`config.mk`:
```
export PLATFORM = sky130hd
export DESIGN_NAME = lcp_cell
export DESIGN_NICKNAME = d
export VERILOG_FILES = /design/src/hw/rtl/lcp_pkg.sv /design/src/hw/rtl/lcp_cell.sv
export SDC_FILE = /design/constraint.sdc
export NUM_CORES = 1
export LEC_CHECK = 0
export BUFFER_PORTS_ARGS = -buffer_cell sky130_fd_sc_hd__clkbuf_2
export CAP_MARGIN = 10
export CORE_AREA = 2 2 155 157
export DETAILED_ROUTE_END_ITERATION = 7
export DIE_AREA = 0 0 157 159
export GPL_TIMING_DRIVEN = 0
export HOLD_SLACK_MARGIN = 0.12
export PLACE_DENSITY_LB_ADDON = 0.1
export SETUP_SLACK_MARGIN = 0.3
export SLEW_MARGIN = 0
export SYNTH_ARGS = -nofsm -noshare
export SYNTH_HDL_FRONTEND = slang
export SYNTH_SLANG_ARGS = --single-unit
```
`constraint.sdc`:
```
create_clock -name clk -period 8 [get_ports clk]
set_input_delay 2 -clock clk [delete_from_list [all_inputs] [get_ports clk]]
set_output_delay 2 -clock clk [all_outputs]
set_load 0.02 [all_outputs]
```
`src/hw/rtl/lcp_pkg.sv`:
```
`timescale 1ns / 1ps
`default_nettype none
// ----------------------------------------------------------------------------
// lcp_pkg
// Shared types and constants of the LFU cache policy block.
// ----------------------------------------------------------------------------
package lcp_pkg;

	localparam int CAP_W   = 5;
	localparam int COUNT_W = 16;
	localparam int STAMP_W = 48;

	localparam logic [CAP_W-1:0]   CAP_RESET   = 5'd16;
	localparam logic [COUNT_W-1:0] COUNT_MAX   = 16'hFFFF;
	localparam logic [STAMP_W-1:0] STAMP_RESET = 48'd1;

	localparam logic MODE_GET = 1'b0;
	localparam logic MODE_PUT = 1'b1;

	// flags that travel with a lookup probe down the cell chain
	typedef struct packed {
		logic valid;
		logic hit;
		logic free_found;
		logic min_found;
	} probe_flags_t;

	// entry update broadcast to all cells
	typedef struct packed {
		logic en;
		logic fill;
		logic set_value;
	} upd_ctl_t;

	typedef enum logic [1:0] {
		ST_IDLE,
		ST_SCAN,
		ST_COMMIT
	} lcp_state_t;

endpackage
`default_nettype wire

```
`src/hw/rtl/lcp_cell.sv`:
```
`timescale 1ns / 1ps
`default_nettype none
// ----------------------------------------------------------------------------
// lcp_cell
// One cache entry; checks a passing probe against its entry and hands the
// updated probe to the next cell.
// ----------------------------------------------------------------------------
module lcp_cell
	import lcp_pkg::*;
#(
	parameter int IDX_W      = 4,
	parameter int CELL_IDX   = 0,
	parameter int KEY_BITS   = 16,
	parameter int VALUE_BITS = 32
) (
	input  wire                    clk,
	input  wire                    arst_n,
	input  probe_flags_t           in_flags,
	input  wire [KEY_BITS-1:0]     in_key,
	input  wire [IDX_W-1:0]        in_hit_idx,
	input  wire [VALUE_BITS-1:0]   in_hit_val,
	input  wire [IDX_W-1:0]        in_free_idx,
	input  wire [IDX_W-1:0]        in_min_idx,
	input  wire [COUNT_W-1:0]      in_min_cnt,
	input  wire [STAMP_W-1:0]      in_min_stamp,
	input  wire [KEY_BITS-1:0]     in_min_key,
	output probe_flags_t           out_flags,
	output logic [KEY_BITS-1:0]    out_key,
	output logic [IDX_W-1:0]       out_hit_idx,
	output logic [VALUE_BITS-1:0]  out_hit_val,
	output logic [IDX_W-1:0]       out_free_idx,
	output logic [IDX_W-1:0]       out_min_idx,
	output logic [COUNT_W-1:0]     out_min_cnt,
	output logic [STAMP_W-1:0]     out_min_stamp,
	output logic [KEY_BITS-1:0]    out_min_key,
	input  upd_ctl_t               upd,
	input  wire [IDX_W-1:0]        upd_idx,
	input  wire [KEY_BITS-1:0]     upd_key,
	input  wire [VALUE_BITS-1:0]   upd_value,
	input  wire [STAMP_W-1:0]      upd_stamp
);

	localparam logic [IDX_W-1:0] MY_IDX = IDX_W'(CELL_IDX);

	logic                  ent_valid_q;
	logic [KEY_BITS-1:0]   ent_key_q;
	logic [VALUE_BITS-1:0] ent_value_q;
	logic [COUNT_W-1:0]    ent_cnt_q;
	logic [STAMP_W-1:0]    ent_stamp_q;

	probe_flags_t          flags_q;
	logic [KEY_BITS-1:0]   key_q;
	logic [IDX_W-1:0]      hit_idx_q;
	logic [VALUE_BITS-1:0] hit_val_q;
	logic [IDX_W-1:0]      free_idx_q;
	logic [IDX_W-1:0]      min_idx_q;
	logic [COUNT_W-1:0]    min_cnt_q;
	logic [STAMP_W-1:0]    min_stamp_q;
	logic [KEY_BITS-1:0]   min_key_q;

	logic match;
	logic take_free;
	logic take_min;
	logic upd_me;

	always_comb begin
		match     = ent_valid_q && (ent_key_q == in_key) && !in_flags.hit;
		take_free = !ent_valid_q && !in_flags.free_found;
		take_min  = ent_valid_q && (!in_flags.min_found || (ent_cnt_q < in_min_cnt) ||
			((ent_cnt_q == in_min_cnt) && (ent_stamp_q < in_min_stamp)));
		upd_me    = upd.en && (upd_idx == MY_IDX);
	end

	always_ff @(posedge clk or negedge arst_n) begin
		if (!arst_n) begin
			flags_q     <= '0;
			ent_valid_q <= 1'b0;
		end else begin
			flags_q.valid      <= in_flags.valid;
			flags_q.hit        <= in_flags.hit | match;
			flags_q.free_found <= in_flags.free_found | take_free;
			flags_q.min_found  <= in_flags.min_found | take_min;
			if (upd_me && upd.fill) begin
				ent_valid_q <= 1'b1;
			end
		end
	end

	always_ff @(posedge clk) begin
		key_q       <= in_key;
		hit_idx_q   <= match ? MY_IDX : in_hit_idx;
		hit_val_q   <= match ? ent_value_q : in_hit_val;
		free_idx_q  <= take_free ? MY_IDX : in_free_idx;
		min_idx_q   <= take_min ? MY_IDX : in_min_idx;
		min_cnt_q   <= take_min ? ent_cnt_q : in_min_cnt;
		min_stamp_q <= take_min ? ent_stamp_q : in_min_stamp;
		min_key_q   <= take_min ? ent_key_q : in_min_key;
		if (upd_me) begin
			ent_stamp_q <= upd_stamp;
			if (upd.fill) begin
				ent_key_q   <= upd_key;
				ent_value_q <= upd_value;
				ent_cnt_q   <= COUNT_W'(1);
			end else begin
				if (ent_cnt_q != COUNT_MAX) begin
					ent_cnt_q <= ent_cnt_q + COUNT_W'(1);
				end
				if (upd.set_value) begin
					ent_value_q <= upd_value;
				end
			end
		end
	end

	assign out_flags     = flags_q;
	assign out_key       = key_q;
	assign out_hit_idx   = hit_idx_q;
	assign out_hit_val   = hit_val_q;
	assign out_free_idx  = free_idx_q;
	assign out_min_idx   = min_idx_q;
	assign out_min_cnt   = min_cnt_q;
	assign out_min_stamp = min_stamp_q;
	assign out_min_key   = min_key_q;

endmodule
`default_nettype wire

```
==> impl_metrics.csv <==
group,metric,value,unit
run_status,outcome,"complete, no violations",
final_layout,drive_above_1_share,0.4896,
floorplanning,row_count,56,
timing,worstMarginPinSlew,0.8893,ns
timing,worst_slack,3.779,ns
synthesis,synthFlopType,"dfxtp_1",
clocking,cts_buffers,28,
synthesis,yosys_warnings,0,
setup_path,crit_start,"in_min_stamp[47]",
placed_design,gp_congestion,0.8173,
routing,viasPerCell,4.620,
final_layout,synthToLayoutAreaGrowth,32.22,%
timing,rsz0062_at_grt,"false",
routing,detail-route-antenna-nets,0,
run,cap_violations,0,
floorplanning,die_height,159,µm
floorplanning,core,0.02319,mm²
global_route,grt.total_usage,0.1961,
final_layout,stdcell_area,0.01341,mm²
synthesis,netlist_instances,706,
setup_path,rr_endpoint,"out_min_key[14]$_DFF_P_",
routing,drtIter0Drc,290,
clocking,cts_setup_buffers,0,
clocking,h-tree-depth,1,
timing,relSlewSlack,0.4036,
timing,clock.fmax,0.2369,GHz
setup_path,critical_path.slowest_cell,"nor4_1",
setup_path,worstSetupPathType,"input port to flop",
clocking,root_buffer,"clkbuf_16",
min_path,hold_class,"flop to flop",
final_layout,mostFrequentLayoutCell,"clkbuf_2",
synthesis,synth_nets,1019,
routing,remaining_drc_errors,0,
placed_design,numPortBuffers,391,
pwr,power_density,239.2,mW/mm²
clocking,clk_pin_slew_worst_paths,0.06,ns
setup_path,rrSetupSlack,4.95,ns
setup_path,required,8.43,ns
timing,final_max_slew_viol_count,0,
setup_path,slowest_delay,0.47,ns
synthesis,netlist_area,0.01014,mm²
synthesis,synth_edf_count,112,
pwr,p_total,3.207,mW
timing,period_share,0.5276,
pwr,p_leak,6.285,nW
global_route,grt_pass1_wl,37.65,mm
synthesis,synth_seq_cells,257,
final_layout,n_antenna_cell,0,
final_layout,fin_util,0.5782,
routing,routedWlPerCell,16.84,µm
placed_design,dp_slack,3.179,ns
clocking,clk_path_buf_depth,3,
setup_path,worstPathMaxFanout,10,
placed_design,dpl.cell_count,1417,
clocking,cts_hold_buffers,0,
setup_path,end_kind,"flop",
synthesis,synthArstFlopShare,0.01946,
final_layout,mostFrequentLayoutCells,"clkbuf_2 (391), dfxtp_1 (140), edfxtp_1 (112), inv_1 (66), ha_1 (64)",
setup_path,crit-reg2reg-launch,"ent_stamp_q[47]$_DFFE_PP_",
setup_path,crit_chain,"clkbuf_2 > inv_1 > ha_1 > nand4_1 > nor4_1 > nand4_1 > a211oi_1 > o31a_2 > buf_6 > buf_6 > mux2_4",
routing,vias,6787,
clocking,clk_latency,0.54,ns
clocking,clock-sinks,257,
synthesis,yosysSeqAreaShare,0.6203,
floorplanning,initial_core_util,0.4373,
pwr,ir_worst_vdd,0.0001968,V
global_route,antenna_found_initial,0,
floorplanning,num_io_pins,393,
synthesis,synth_cell_types,45,
setup_path,arrival,4.65,ns
min_path,min_path_cells,1,
placed_design,hpwlAfterDp,19.73,mm
timing,finalClockSkew,0.01734,ns
final_layout,fin_cells,1469,
timing,hold_violations,0,
clocking,cts_resized,0,
clocking,tritoncts,"yes",
placed_design,place_area,0.01252,mm²
timing,tns,0,ns
setup_path,cp-endpoint,"out_min_key[14]$_DFF_P_",
final_layout,nets,1441,
global_route,grt_overflow_total,0,
setup_path,r2r_cells,9,
floorplanning,dieArea,0.02496,mm²
global_route,grt_pass1_vias,6918,
synthesis,syn-mean-instance-area,14.37,µm²
timing,hold_slack,0.4679,ns
floorplanning,die_w,157,µm
global_route,grt_max_degree,37,
setup_path,cp-start-kind,"input port",
routing,dr.pass1.iters,4,
routing,drt-total-wl,24.74,mm
timing,setup_violations,0,
timing,fin_crit,4.221,ns
worst max-delay path: cells and delay by family:
kind	cells	cell delay, ns
AOI/OAI and AO/OA	2	0.52
adders and majority gates	1	0.33
buffers and inverters	4	0.53
muxes	1	0.31
and+or+nand+nor	3	0.93
synth_stat cells (all sizes together), types with 11 or more instances:
cell    instances  area share
xnor2          15       0.013
inv            66       0.024
nand4          11      0.0068
ha             64       0.079
mux2          111        0.14
a21oi          29       0.014
nor2b          11      0.0068
nand3          13      0.0064
edfxtp        112        0.33
buf            11       0.014
xor2           11      0.0095
o21ai          13      0.0064
nand2          18      0.0067
nor2           18      0.0067
dfxtp         140        0.28
worst min-delay path by stage:
stage	end	from	slack (ns)
2_1_floorplan	out_hit_val[0]$_DFF_P_	ent_value_q[0]$_DFFE_PP_	0.45
3_3_place_gp	out_hit_val[25]$_DFF_P_	ent_value_q[25]$_DFFE_PP_	0.45
3_5_place_dp	out_hit_val[28]$_DFF_P_	ent_value_q[28]$_DFFE_PP_	0.45
4_1_cts	out_hit_val[11]$_DFF_P_	ent_value_q[11]$_DFFE_PP_	0.47
5_1_grt	out_hit_val[19]$_DFF_P_	ent_value_q[19]$_DFFE_PP_	0.47
6_report	out_hit_val[23]$_DFF_P_	ent_value_q[23]$_DFFE_PP_	0.47
where the power goes:
group,internal [mW],switching (mW),total (mW),leakage [nW]
registers,1.46,0.0274,1.48,2.25
clock network,0.715,0.504,1.22,0.432
logic,0.246,0.260,0.506,3.60
final cells by class:
| class | count | area, µm² |
|---|---|---|
| Sequential cell | 257 | 6291 |
| Clock inverter | 8 | 52.55 |
| Tap cell | 319 | 399.1 |
| Fill cell | 1939 | 9782 |
| Buffer | 14 | 153.9 |
| Clock buffer | 44 | 833.3 |
| Inverter | 66 | 247.7 |
| Multi-Input combinational cell | 369 | 3456 |
| Timing Repair Buffer | 392 | 1977 |
metal layers:
| metal | GRT usage | routed length [µm] |
|---|---|---|
| met5 | 0 | 0 |
| met4 | 0.06881 | 787 |
| met3 | 0.05090 | 1899 |
| met2 | 0.3399 | 12210 |
| met1 | 0.2343 | 9836 |
sequential cells by signal, summed over array words and instances (netlist names):
| register | flops |
|---|---|
| ent_cnt_q | 16 |
| ent_valid_q | 1 |
| out_min_idx | 4 |
| out_min_stamp | 48 |
| out_min_cnt | 16 |
| ent_stamp_q | 48 |
| ent_key_q | 16 |
| out_flags | 4 |
| out_hit_val | 32 |
| out_hit_idx | 4 |
| ent_value_q | 32 |
| out_min_key | 16 |
| out_key | 16 |
| out_free_idx | 4 |
kinds of logic after synthesis:
kind of cell | synth area share
AOI/OAI and AO/OA | 0.04009
xor gates and xnor gates | 0.02245
adders and majority gates | 0.07895
buffers and inverters | 0.03960
DFF | 0.6203
muxes | 0.1446
and+or+nand+nor | 0.05403
No activity file was read; power rests on OpenSTA's default activity.
