[src/hw/rtl/lcp_pkg.sv]
`timescale 1ns / 1ps
`default_nettype none
// ----------------------------------------------------------------------------
// lcp_pkg
// Shared types and constants of the LFU cache policy block.
// ----------------------------------------------------------------------------
package lcp_pkg;

	localparam int CAP_W   = 5;
	localparam int COUNT_W = 16;
	localparam int STAMP_W = 48;

	localparam logic [CAP_W-1:0]   CAP_RESET   = 5'd16;
	localparam logic [COUNT_W-1:0] COUNT_MAX   = 16'hFFFF;
	localparam logic [STAMP_W-1:0] STAMP_RESET = 48'd1;

	localparam logic MODE_GET = 1'b0;
	localparam logic MODE_PUT = 1'b1;

	// flags that travel with a lookup probe down the cell chain
	typedef struct packed {
		logic valid;
		logic hit;
		logic free_found;
		logic min_found;
	} probe_flags_t;

	// entry update broadcast to all cells
	typedef struct packed {
		logic en;
		logic fill;
		logic set_value;
	} upd_ctl_t;

	typedef enum logic [1:0] {
		ST_IDLE,
		ST_SCAN,
		ST_COMMIT
	} lcp_state_t;

endpackage
`default_nettype wire

[src/hw/rtl/lcp_ctrl.sv]
`timescale 1ns / 1ps
`default_nettype none
// ----------------------------------------------------------------------------
// lcp_ctrl
// Sequencer: injects probes, decides hit, fill or eviction, drives updates
// and holds the result register.
// ----------------------------------------------------------------------------
module lcp_ctrl
	import lcp_pkg::*;
#(
	parameter int MAX_ENTRIES = 16,
	parameter int IDX_W       = 4,
	parameter int KEY_BITS    = 16,
	parameter int VALUE_BITS  = 32,
	parameter int IN_W        = 48,
	parameter int OUT_W       = 56
) (
	input  wire                   clk,
	input  wire                   arst_n,
	input  wire                   cfg_we,
	input  wire [CAP_W-1:0]       cfg_wdata,
	input  wire                   s_tvalid,
	output logic                  s_tready,
	input  wire [IN_W-1:0]        s_tdata,
	input  wire                   s_tuser,
	output logic                  m_tvalid,
	input  wire                   m_tready,
	output logic [OUT_W-1:0]      m_tdata,
	output probe_flags_t          inj_flags,
	output logic [KEY_BITS-1:0]   inj_key,
	input  probe_flags_t          tail_flags,
	input  wire [IDX_W-1:0]       tail_hit_idx,
	input  wire [VALUE_BITS-1:0]  tail_hit_val,
	input  wire [IDX_W-1:0]       tail_free_idx,
	input  wire [IDX_W-1:0]       tail_min_idx,
	input  wire [KEY_BITS-1:0]    tail_min_key,
	output upd_ctl_t              upd,
	output logic [IDX_W-1:0]      upd_idx,
	output logic [KEY_BITS-1:0]   upd_key,
	output logic [VALUE_BITS-1:0] upd_value,
	output logic [STAMP_W-1:0]    upd_stamp
);

	localparam int OCC_W = $clog2(MAX_ENTRIES + 1);
	localparam int RES_W = 2 + VALUE_BITS + KEY_BITS;

	lcp_state_t state_q, state_d;

	logic [CAP_W-1:0]      cap_q;
	logic [STAMP_W-1:0]    clock_q;
	logic [OCC_W-1:0]      occ_q;
	logic                  mode_q;
	logic [KEY_BITS-1:0]   key_q;
	logic [VALUE_BITS-1:0] val_q;
	probe_flags_t          res_flags_q;
	logic [IDX_W-1:0]      res_hit_idx_q;
	logic [VALUE_BITS-1:0] res_hit_val_q;
	logic [IDX_W-1:0]      res_free_idx_q;
	logic [IDX_W-1:0]      res_min_idx_q;
	logic [KEY_BITS-1:0]   res_min_key_q;
	logic                  out_valid_q;
	logic [OUT_W-1:0]      out_data_q;

	logic                  accept;
	logic                  out_free;
	logic [OCC_W-1:0]      cap_eff;
	logic                  do_fill;
	logic                  do_evict;
	logic                  found;
	logic [VALUE_BITS-1:0] read_value;
	logic [KEY_BITS-1:0]   evicted_key;
	logic [RES_W-1:0]      res_word;

	assign accept   = s_tvalid && s_tready;
	assign out_free = !out_valid_q || m_tready;

	always_comb begin
		cap_eff = (32'(cap_q) > 32'(MAX_ENTRIES)) ? OCC_W'(MAX_ENTRIES) : OCC_W'(cap_q);
	end

	// next state
	always_comb begin
		state_d = state_q;
		case (state_q)
			ST_IDLE:   if (accept) state_d = ST_SCAN;
			ST_SCAN:   if (tail_flags.valid) state_d = ST_COMMIT;
			ST_COMMIT: if (out_free) state_d = ST_IDLE;
			default:   state_d = ST_IDLE;
		endcase
	end

	// outputs
	always_comb begin
		s_tready          = (state_q == ST_IDLE);
		inj_flags         = '0;
		inj_flags.valid   = accept;
		inj_key           = s_tdata[KEY_BITS-1:0];
		found             = res_flags_q.hit;
		do_fill           = !res_flags_q.hit && (mode_q == MODE_PUT) &&
			(cap_eff != '0) && (occ_q < cap_eff) && res_flags_q.free_found;
		do_evict          = !res_flags_q.hit && (mode_q == MODE_PUT) &&
			(cap_eff != '0) && (occ_q >= cap_eff) && res_flags_q.min_found;
		read_value        = (found && (mode_q == MODE_GET)) ? res_hit_val_q : '0;
		evicted_key       = do_evict ? res_min_key_q : '0;
		upd               = '0;
		upd.en            = (state_q == ST_COMMIT) && out_free &&
			(found || do_fill || do_evict);
		upd.fill          = !found;
		upd.set_value     = (mode_q == MODE_PUT);
		upd_idx           = found ? res_hit_idx_q : (do_fill ? res_free_idx_q : res_min_idx_q);
		upd_key           = key_q;
		upd_value         = val_q;
		upd_stamp         = clock_q;
		res_word          = {evicted_key, do_evict, read_value, found};
	end

	always_ff @(posedge clk or negedge arst_n) begin
		if (!arst_n) begin
			state_q     <= ST_IDLE;
			cap_q       <= CAP_RESET;
			clock_q     <= STAMP_RESET;
			occ_q       <= '0;
			out_valid_q <= 1'b0;
		end else begin
			state_q <= state_d;
			if (cfg_we) begin
				cap_q <= cfg_wdata;
			end
			if (upd.en) begin
				clock_q <= clock_q + STAMP_W'(1);
			end
			if (upd.en && do_fill) begin
				occ_q <= occ_q + OCC_W'(1);
			end
			if ((state_q == ST_COMMIT) && out_free) begin
				out_valid_q <= 1'b1;
			end else if (m_tready) begin
				out_valid_q <= 1'b0;
			end
		end
	end

	always_ff @(posedge clk) begin
		if (accept) begin
			mode_q <= s_tuser;
			key_q  <= s_tdata[KEY_BITS-1:0];
			val_q  <= s_tdata[KEY_BITS +: VALUE_BITS];
		end
		if (tail_flags.valid) begin
			res_flags_q    <= tail_flags;
			res_hit_idx_q  <= tail_hit_idx;
			res_hit_val_q  <= tail_hit_val;
			res_free_idx_q <= tail_free_idx;
			res_min_idx_q  <= tail_min_idx;
			res_min_key_q  <= tail_min_key;
		end
		if ((state_q == ST_COMMIT) && out_free) begin
			out_data_q <= OUT_W'(res_word);
		end
	end

	assign m_tvalid = out_valid_q;
	assign m_tdata  = out_data_q;

`ifndef SYNTHESIS
	a_tail_in_scan: assert property (@(posedge clk) disable iff (!arst_n)
		tail_flags.valid |-> (state_q == ST_SCAN))
		else $error("probe left the chain outside a scan");
	a_occ_bound: assert property (@(posedge clk) disable iff (!arst_n)
		32'(occ_q) <= 32'(MAX_ENTRIES))
		else $error("occupancy above table size");
	a_upd_loads_out: assert property (@(posedge clk) disable iff (!arst_n)
		upd.en |=> (out_valid_q && (state_q == ST_IDLE)))
		else $error("entry update without a result");
	a_clock_step: assert property (@(posedge clk) disable iff (!arst_n)
		!upd.en |=> $stable(clock_q))
		else $error("access clock moved without a touch");
`endif

endmodule
`default_nettype wire

[config.mk]
export PLATFORM = sky130hd
export DESIGN_NAME = lcp_ctrl
export DESIGN_NICKNAME = d
export VERILOG_FILES = /design/src/hw/rtl/lcp_pkg.sv /design/src/hw/rtl/lcp_ctrl.sv
export SDC_FILE = /design/constraint.sdc
export NUM_CORES = 1
export LEC_CHECK = 0
export BUFFER_PORTS_ARGS = -buffer_cell sky130_fd_sc_hd__buf_4
export CAP_MARGIN = 0
export CORE_MARGIN = 8
export CORE_UTILIZATION = 45
export CTS_CLUSTER_DIAMETER = 40
export DETAILED_ROUTE_END_ITERATION = 6
export PLACE_DENSITY = 0.85
export SLEW_MARGIN = 20
export SYNTH_ARGS = -nofsm -noshare
export SYNTH_HDL_FRONTEND = slang
export SYNTH_SLANG_ARGS = --single-unit
[constraint.sdc]
create_clock -name clk -period 3.9 [get_ports clk]
set_input_delay 0 -clock clk [delete_from_list [all_inputs] [get_ports clk]]
set_output_delay 0 -clock clk [all_outputs]
set_load 0.05 [all_outputs]
==> metrics.yaml, run 1 <==
drt_iter0_markers: 281
synth_area_um2: 8550
status: "complete, no violations"
cts_buffers: 31
cts_sinks: 223
postRouteAntennaNets: 0
detailed_place_hpwl_mm: 16.2
worstSetupStartpointType: "flip-flop"
io_buffers: 294
syn_inst: 546
via_count: 6180
period_needed_ps: 3240
clk_pin_slew_worst_paths_ps: 50
max_slew_margin_pct: 36.7
clock_path_buffers: 3
report.final.setup_viol: 0
synthFlopType: "edfxtp_1"
crit_path_end_kind: "output port"
routed_via_density: 5.03
fin_tns_setup_ps: 0
final_nets: 1100
clock_skew_ps: 14.0
cts_setup_buffers: 0
rows: 50
gp_congestion: 0.829
max-cap-violations: 0
cellPowerDensity_nw_per_um2: 589
drc_errors: 0
yosys.cell_types.count: 48
synth.ff_latch_count: 223
grt_max_degree: 66
wl_per_cell_um: 20.9
initial_utilization_pct: 45.7
die_area_um2: 23700
synth_warnings: 0
num_antenna_cells: 0
worst-path-max-fanout: 26
layout-drive-gt1-share_pct: 37.4
fin_ws_ps: 656
arrival_ps: 3240
avgSynthCellArea_um2: 15.7
overflow: 0
async_reset_ff_share_pct: 27.4
irDropWorstVdd_mv: 0.612
dpl_worst_slack_ps: 1040
cts_resized: 0
period_share_pct: 83.2
tightest_slew_ps: 950
coreArea_um2: 18700
grt_usage_pct: 21.0
cts_tree: "yes"
hp-class: "in2async"
htree_levels: 1
finalHoldViolations: 0
die_w_um: 154
rsz0062_at_grt: "false"
leakage_uw: 0.00578
wl_mm: 25.7
clockRootBuffer: "clkbuf_16"
first_pass_iters: 4
timing.fmax_ghz: 0.308
grt_pass1_vias: 6706
drv_slew: 0
cts_hold_buffers: 121
critPathKind: "reg2out"
die_y_um: 154
synth-edff-count: 162
grt_antenna_before_repair: 0
ios: 304
ys_seq_area_share_pct: 74.8
area_growth_pct: 53.9
grt_pass1_wl_mm: 38.9
p_total_uw: 7750
cp.required_ps: 3900
clk_latency_ps: 530
## synthesized netlist by cell type (2+ instances only)
cell type	n	area [um2]
and2_1	51	319
o21ai_0	8	40.0
buf_2	4	20.0
nand3_1	17	85.1
nor2b_1	2	12.5
a21oi_1	2	10.0
xnor2_1	9	78.8
nand2b_1	2	12.5
nor3_1	21	105
and3_1	9	56.3
mux2i_1	4	40.0
inv_1	9	33.8
nor2_1	13	48.8
nor3b_1	5	37.5
xor2_1	42	368
dfstp_2	2	52.6
nand4_1	13	81.3
dfrtp_1	59	1480
clkbuf_1	6	22.5
ha_1	7	87.6
mux2_2	6	67.6
nor4_2	3	37.5
edfxtp_1	162	4860
buf_4	27	203
nand2_1	26	97.6
and4_1	3	26.3
nor4_1	13	81.3
## cell usage in the layout, fill, tap and decap left out, drive strengths merged, types with 14 or more instances in the layout
cell type	n
buf	300
edfxtp	162
dlygate4sd3	121
dfrtp	59
and2	52
xor2	42
clkbuf	34
nand2	26
nor3	21
nand3	17
nor4	16
inv	15
nand4	14
nor2	14
## flip-flops by register name, indices dropped and copies added (netlist names), 2 cells and up
signal,cells
res_min_idx_q,4
res_min_key_q,16
res_hit_val_q,32
res_flags_q,2
occ_q,5
m_tdata,50
res_hit_idx_q,4
state_q,2
res_free_idx_q,4
upd_key,16
upd_stamp,48
upd_value,32
cap_q,5
## layer usage
metal | vias to the layer above | track usage [%] | wire [um]
met2 | 264 | 37.6 | 13300
met5 | - | 0 | 0
met1 | 3055 | 24.1 | 9870
li1 | 2815 | - | -
met4 | 0 | 6.02 | 654
met3 | 46 | 5.94 | 1880
## final cells by class
type / count / area, um2
sequential: 223 / 6390
fill: 1173 / 5550
timing repair buffer: 421 / 3460
multi-input combinational: 284 / 1900
clock buffer: 34 / 787
tap: 234 / 293
clock inverter: 23 / 285
inverter: 9 / 33.8
## kinds of logic (layout without fill, tap and decap cells)
kind of cell	Yosys count	count (layout)	share of synthesized area (%)
flip-flops	223	223	74.8
AND/OR/NAND/NOR	190	190	12.9
XOR/XNOR	51	51	5.23
buffers and inverters	47	487	3.31
AO/OA/AOI/OAI	17	17	1.45
multiplexers	10	10	1.26
adder cells (fa/ha/maj)	7	7	1.02
other	1	9	0.0439
## final timing paths
kind / from / endpoint / slack (ps) / cells after the start
worst max-delay path: cap_q[4] / upd[2] / 660 / 9
min in group clk: tail_flags[3] / res_hit_val_q[21] / 120 / 1
worst min-delay path: arst_n / upd_stamp[38] / 100 / 2
worst min register to register: upd_stamp[47] / upd_stamp[47] / 490 / 1
worst max register to register: cap_q[4] / upd_stamp[1] / 1000 / 9
max in group asynchronous: arst_n / upd_stamp[12] / 3290 / 2
## through the flow
| stage | hold slack (ps) | utilization (%) | area [um2] | cells |
|---|---|---|---|---|
| after global routing | 126 | 70.3 | 13200 | 1228 |
| final | 95.7 | 70.3 | 13200 | 1228 |
| after CTS | 106 | 70.3 | 13200 | 1228 |
| after floorplan | -296 | - | 8580 | 554 |
| after global placement | 126 | 58.1 | 10900 | 1050 |
| after detailed placement | 126 | 58.1 | 10900 | 1050 |
## critical path: stages (launching register included)
cell,delay (ps)
dfstp_2,540
inv_1,80
ha_1,330
nand4_1,120
o21ai_0,300
o2bb2ai_1,220
a21oi_2,390
buf_4,370
nor2_1,140
buf_4,230
## power by group
| group | leakage, uW | switching, uW | internal (uW) |
|---|---|---|---|
| registers | 0.00235 | 149 | 2920 |
| logic | 0.00292 | 1280 | 545 |
| clock network | 0.000502 | 1090 | 1760 |
| total | 0.00578 | 2520 | 5230 |
(Power assumes the default switching activity.)
==> inputs of run 2 (changes only) <==
Clock period 3.9 ns to 3.15 ns, I/O delays scaled along.
==> metrics.yaml, run 2 (same netlist as run 1, synthesis figures left out) <==
status: "complete, no violations"
drt_iter0_markers: 346
initial_utilization_pct: 45.7
p_comb_share_pct: 22.9
grt_pass1_wl_mm: 41.4
final_nets: 1110
fill_cells: 1152
cellPowerDensity_nw_per_um2: 752
cts_tree: "yes"
irDropWorstVdd_mv: 0.610
largest_reg_flops: 50
power_switching_uw: 3270
grt_usage_pct: 22.7
crit_family: "compound AO/OA/AOI/OAI gates"
hp-class: "in2async"
clk_pin_slew_worst_paths_ps: 50
overflow: 0
max_slew_margin_pct: 43.4
via_count: 6305
clkPwrFrac_pct: 38.9
die_w_um: 154
area_growth_pct: 56.2
p_int_uw: 6770
period_needed_ps: 2920
worst-path-max-fanout: 9
final_core_util_pct: 71.4
crit_path_end_kind: "output port"
clk_latency_ps: 520
rsz0062_at_grt: "false"
htree_levels: 2
dpl-instance-area_um2: 10900
final_cell_area_um2: 13400
netSwitchingFraction_pct: 32.5
io_buffers: 294
drc_errors: 0
critPathMostFrequentCell: "buf_4"
critical_path.slowest_cell: "dfstp_2"
die_area_um2: 23700
wl_mm: 27.4
hold_slack_ps: 118
cts_sinks: 223
fin_tns_setup_ps: 0
ios: 304
seq_power_share_pct: 38.1
timing.fmax_ghz: 0.342
arrival_ps: 2920
coreArea_um2: 18700
cts_buffers: 36
tightest_slew_ps: 850
worstSetupStartpointType: "flip-flop"
grt_pass1_vias: 6960
clock_skew_ps: 36.1
grt_max_degree: 66
leakage_uw: 0.00588
first_pass_iters: 4
clockRootBuffer: "clkbuf_16"
gp_congestion: 0.820
layout-drive-gt1-share_pct: 38.0
postRouteAntennaNets: 0
wl_per_cell_um: 22.0
finalHoldViolations: 0
critPathMaxStageDelay_ps: 540
crit_buf_inv: 3
period_share_pct: 92.8
p_total_uw: 10000
detailed_place_hpwl_mm: 16.4
die_y_um: 154
report.final.setup_viol: 0
layout.cells.most_common_list: "buf_4 (303), edfxtp_1 (162), dlygate4sd3_1 (123)"
drv_slew: 0
grt_antenna_before_repair: 1
cp.required_ps: 3150
final_common_cell: "buf_4"
rows: 50
crit_path_cell_trace: "inv_1 > ha_1 > nand4_1 > o21ai_0 > o2bb2ai_2 > a21oi_4 > buf_4 > nor2_1 > buf_4"
critPathKind: "reg2out"
routed_via_density: 5.07
max-cap-violations: 0
clock_path_buffers: 3
run 2: worst paths after layout:
path,from,end,slack [ps],cells after the start
min in group clk,tail_flags[3],res_hit_val_q[16],120,1
worst min-delay path,arst_n,upd_stamp[36],120,2
worst min register to register,upd_stamp[47],upd_stamp[47],460,1
worst max-delay path,cap_q[4],upd[2],230,9
max in group asynchronous,arst_n,cap_q[1],2510,2
worst max register to register,cap_q[4],upd_stamp[34],470,9
run 2: routing by layer:
| layer | vias up | track usage (%) | part of all wire [%] |
|---|---|---|---|
| li1 | 2839 | - | - |
| met1 | 3099 | 24.8 | 36 |
| met2 | 319 | 41.8 | 54 |
| met3 | 48 | 6.45 | 7.4 |
| met4 | 0 | 7.37 | 2.1 |
| met5 | - | 0 | 0 |
run 2: power by group through the flow:
stage	clock network (uW)	registers, uW	logic (uW)
after global routing	4090	3860	2400
after floorplan	0	4670	544
after detailed placement	0	3850	2120
after CTS	3920	3800	2260
after global placement	0	3820	2090
final	3910	3830	2300
run 2: timing repair:
item / CTS / global route
endpoints found under the setup margin: 0 / 4
endpoints found under the hold margin: 180 / 0
gates resized for setup: 0 / 5
buffers inserted: 0 / 1
hold buffers: 123 / 0
run 2: through the flow:
stage,cells,setup WS [ps]
2_1_floorplan,554,225
3_3_place_gp,1052,509
3_5_place_dp,1052,361
4_1_cts,1241,71.4
5_1_grt,1243,2.17
6_report,1243,227
run 2: cell type report:
cell class | count | area [um2] | share of cell area, %
Sequential cell | 223 | 6390 | 47.9
Timing Repair Buffer | 426 | 3510 | 26.3
Multi-Input combinational cell | 284 | 1920 | 14.4
Clock buffer | 42 | 955 | 7.15
Tap cell | 234 | 293 | 2.19
Clock inverter | 24 | 241 | 1.81
Inverter | 9 | 37.5 | 0.281
Antenna cell | 1 | 2.50 | 0.0187
run 2: worst register-to-register path, cell delays in order (launching register included):
cell and delay, ps:
dfstp_2 540, inv_1 80, ha_1 360, nand4_1 120, o21ai_0 340, o2bb2ai_2 150
buf_4 170, a22oi_1 430, and3b_1 250, xor2_1 130
==> inputs of run 3 (changes only) <==
Settings changed: PLACE_DENSITY 0.85 to 0.72.
==> metrics.yaml, run 3 (same netlist as run 1, synthesis figures left out) <==
status: "complete, no violations"
cp.required_ps: 3150
worstSetupPathDepth: 8
grt_pass1_vias: 6887
grt_pass1_wl_mm: 38.7
clockRootBuffer: "clkbuf_16"
area_growth_pct: 54.9
worst-path-max-fanout: 15
timing.fmax_ghz: 0.334
report.final.setup_viol: 0
period_needed_ps: 2990
io_buffers: 294
hp-class: "in2reg"
routed_via_density: 4.98
leakage_uw: 0.00584
finalHoldViolations: 0
arrival_ps: 2990
grt_max_degree: 66
overflow: 0
crit_path_end_kind: "output port"
dpl-instance-area_um2: 10900
ios: 304
coreArea_um2: 18700
final_cell_area_um2: 13200
rows: 50
max-cap-violations: 0
postRouteAntennaNets: 0
drt_iter0_markers: 332
htree_levels: 2
cts_sinks: 223
die_y_um: 154
critPathMaxStageDelay_ps: 540
hold_depth: 1
drv_slew: 0
reg2reg_setup_slack_ps: 390
p_total_uw: 9670
first_pass_iters: 4
grt_usage_pct: 20.7
r2r_cells: 9
tightest_slew_ps: 862
initial_utilization_pct: 45.7
die_w_um: 154
irDropWorstVdd_mv: 0.660
crit_buf_inv: 2
cellPowerDensity_nw_per_um2: 730
layout-drive-gt1-share_pct: 37.7
wl_per_cell_um: 19.8
largest_reg_flops: 50
max_slew_margin_pct: 42.6
fill_cells: 1198
grt_antenna_before_repair: 2
critical_path.slowest_cell: "dfstp_2"
crit_family: "compound AO/OA/AOI/OAI gates"
clk_pin_slew_worst_paths_ps: 50
via_count: 6168
layout.cells.most_common_list: "buf_4 (304), edfxtp_1 (162), dlygate4sd3_1 (121)"
clk_latency_ps: 500
clock_path_buffers: 3
final_common_cell: "buf_4"
cts_tree: "yes"
cts_buffers: 34
final_nets: 1107
detailed_place_hpwl_mm: 15.8
wl_mm: 24.5
gp_congestion: 0.804
critPathKind: "reg2out"
die_area_um2: 23700
crit_path_cell_trace: "inv_1 > ha_1 > nand4_1 > o21ai_0 > o2bb2ai_2 > a21oi_4 > nor2_1 > buf_4"
period_share_pct: 95.0
drc_errors: 0
worstSetupStartpointType: "flip-flop"
clock_skew_ps: 11.7
[run 3: final timing paths]
check | end | from
max | upd[2] | cap_q[4]
min | res_min_key_q[11] | tail_flags[3]
max reg2reg | upd_stamp[8] | cap_q[4]
min reg2reg | occ_q[4] | occ_q[4]
max in group asynchronous | upd_stamp[26] | arst_n
min in group asynchronous | occ_q[4] | arst_n
[run 3: where the power goes]
group	leakage [uW]	switching, uW	internal, uW
Sequential	0.00235	177	3620
Clock	0.000544	1330	2270
Combinational	0.00294	1580	688
Total	0.00584	3090	6580
[run 3: final cells by class]
class / instances / area (um2) / share of cell area, %
repair buffers: 425 / 3490 / 26.4
inverters: 9 / 37.5 / 0.284
clock buffers: 45 / 976 / 7.37
multi-input cells: 284 / 1920 / 14.5
diodes: 2 / 5.00 / 0.0378
flip-flops and latches: 223 / 6390 / 48.3
well taps: 234 / 293 / 2.21
clock inverters: 17 / 124 / 0.936
[run 3: timing repair]
action / 4_1_cts / 5_1_grt
buffers inserted: 0 / 0
endpoints found under the setup margin: 0 / 2
hold buffers: 121 / 0
resized for setup: 0 / 2
hold endpoints to repair: 180 / 0
[run 3: metrics by stage]
stage / setup slack, ps / util (%) / hold slack [ps] / std cells / TNS (ps)
after global routing: -39.9 / 70.8 / 185 / 1239 / -39.9
after detailed placement: 262 / 58.3 / 136 / 1054 / 0
after global placement: 462 / 58.3 / 120 / 1054 / 0
after floorplan: 225 / - / -296 / 554 / 0
final: 157 / 70.8 / 132 / 1239 / 0
after CTS: 32.9 / 70.7 / 148 / 1237 / 0
[run 3: metal layers]
layer	part of all wire (%)	routed length, um	vias up	GRT usage [%]
met5	0	0	-	0
met4	2.4	584	0	7.51
met3	8.9	2170	45	7.40
met2	51	12600	270	36.1
met1	38	9200	3026	22.9
li1	-	-	2827	-
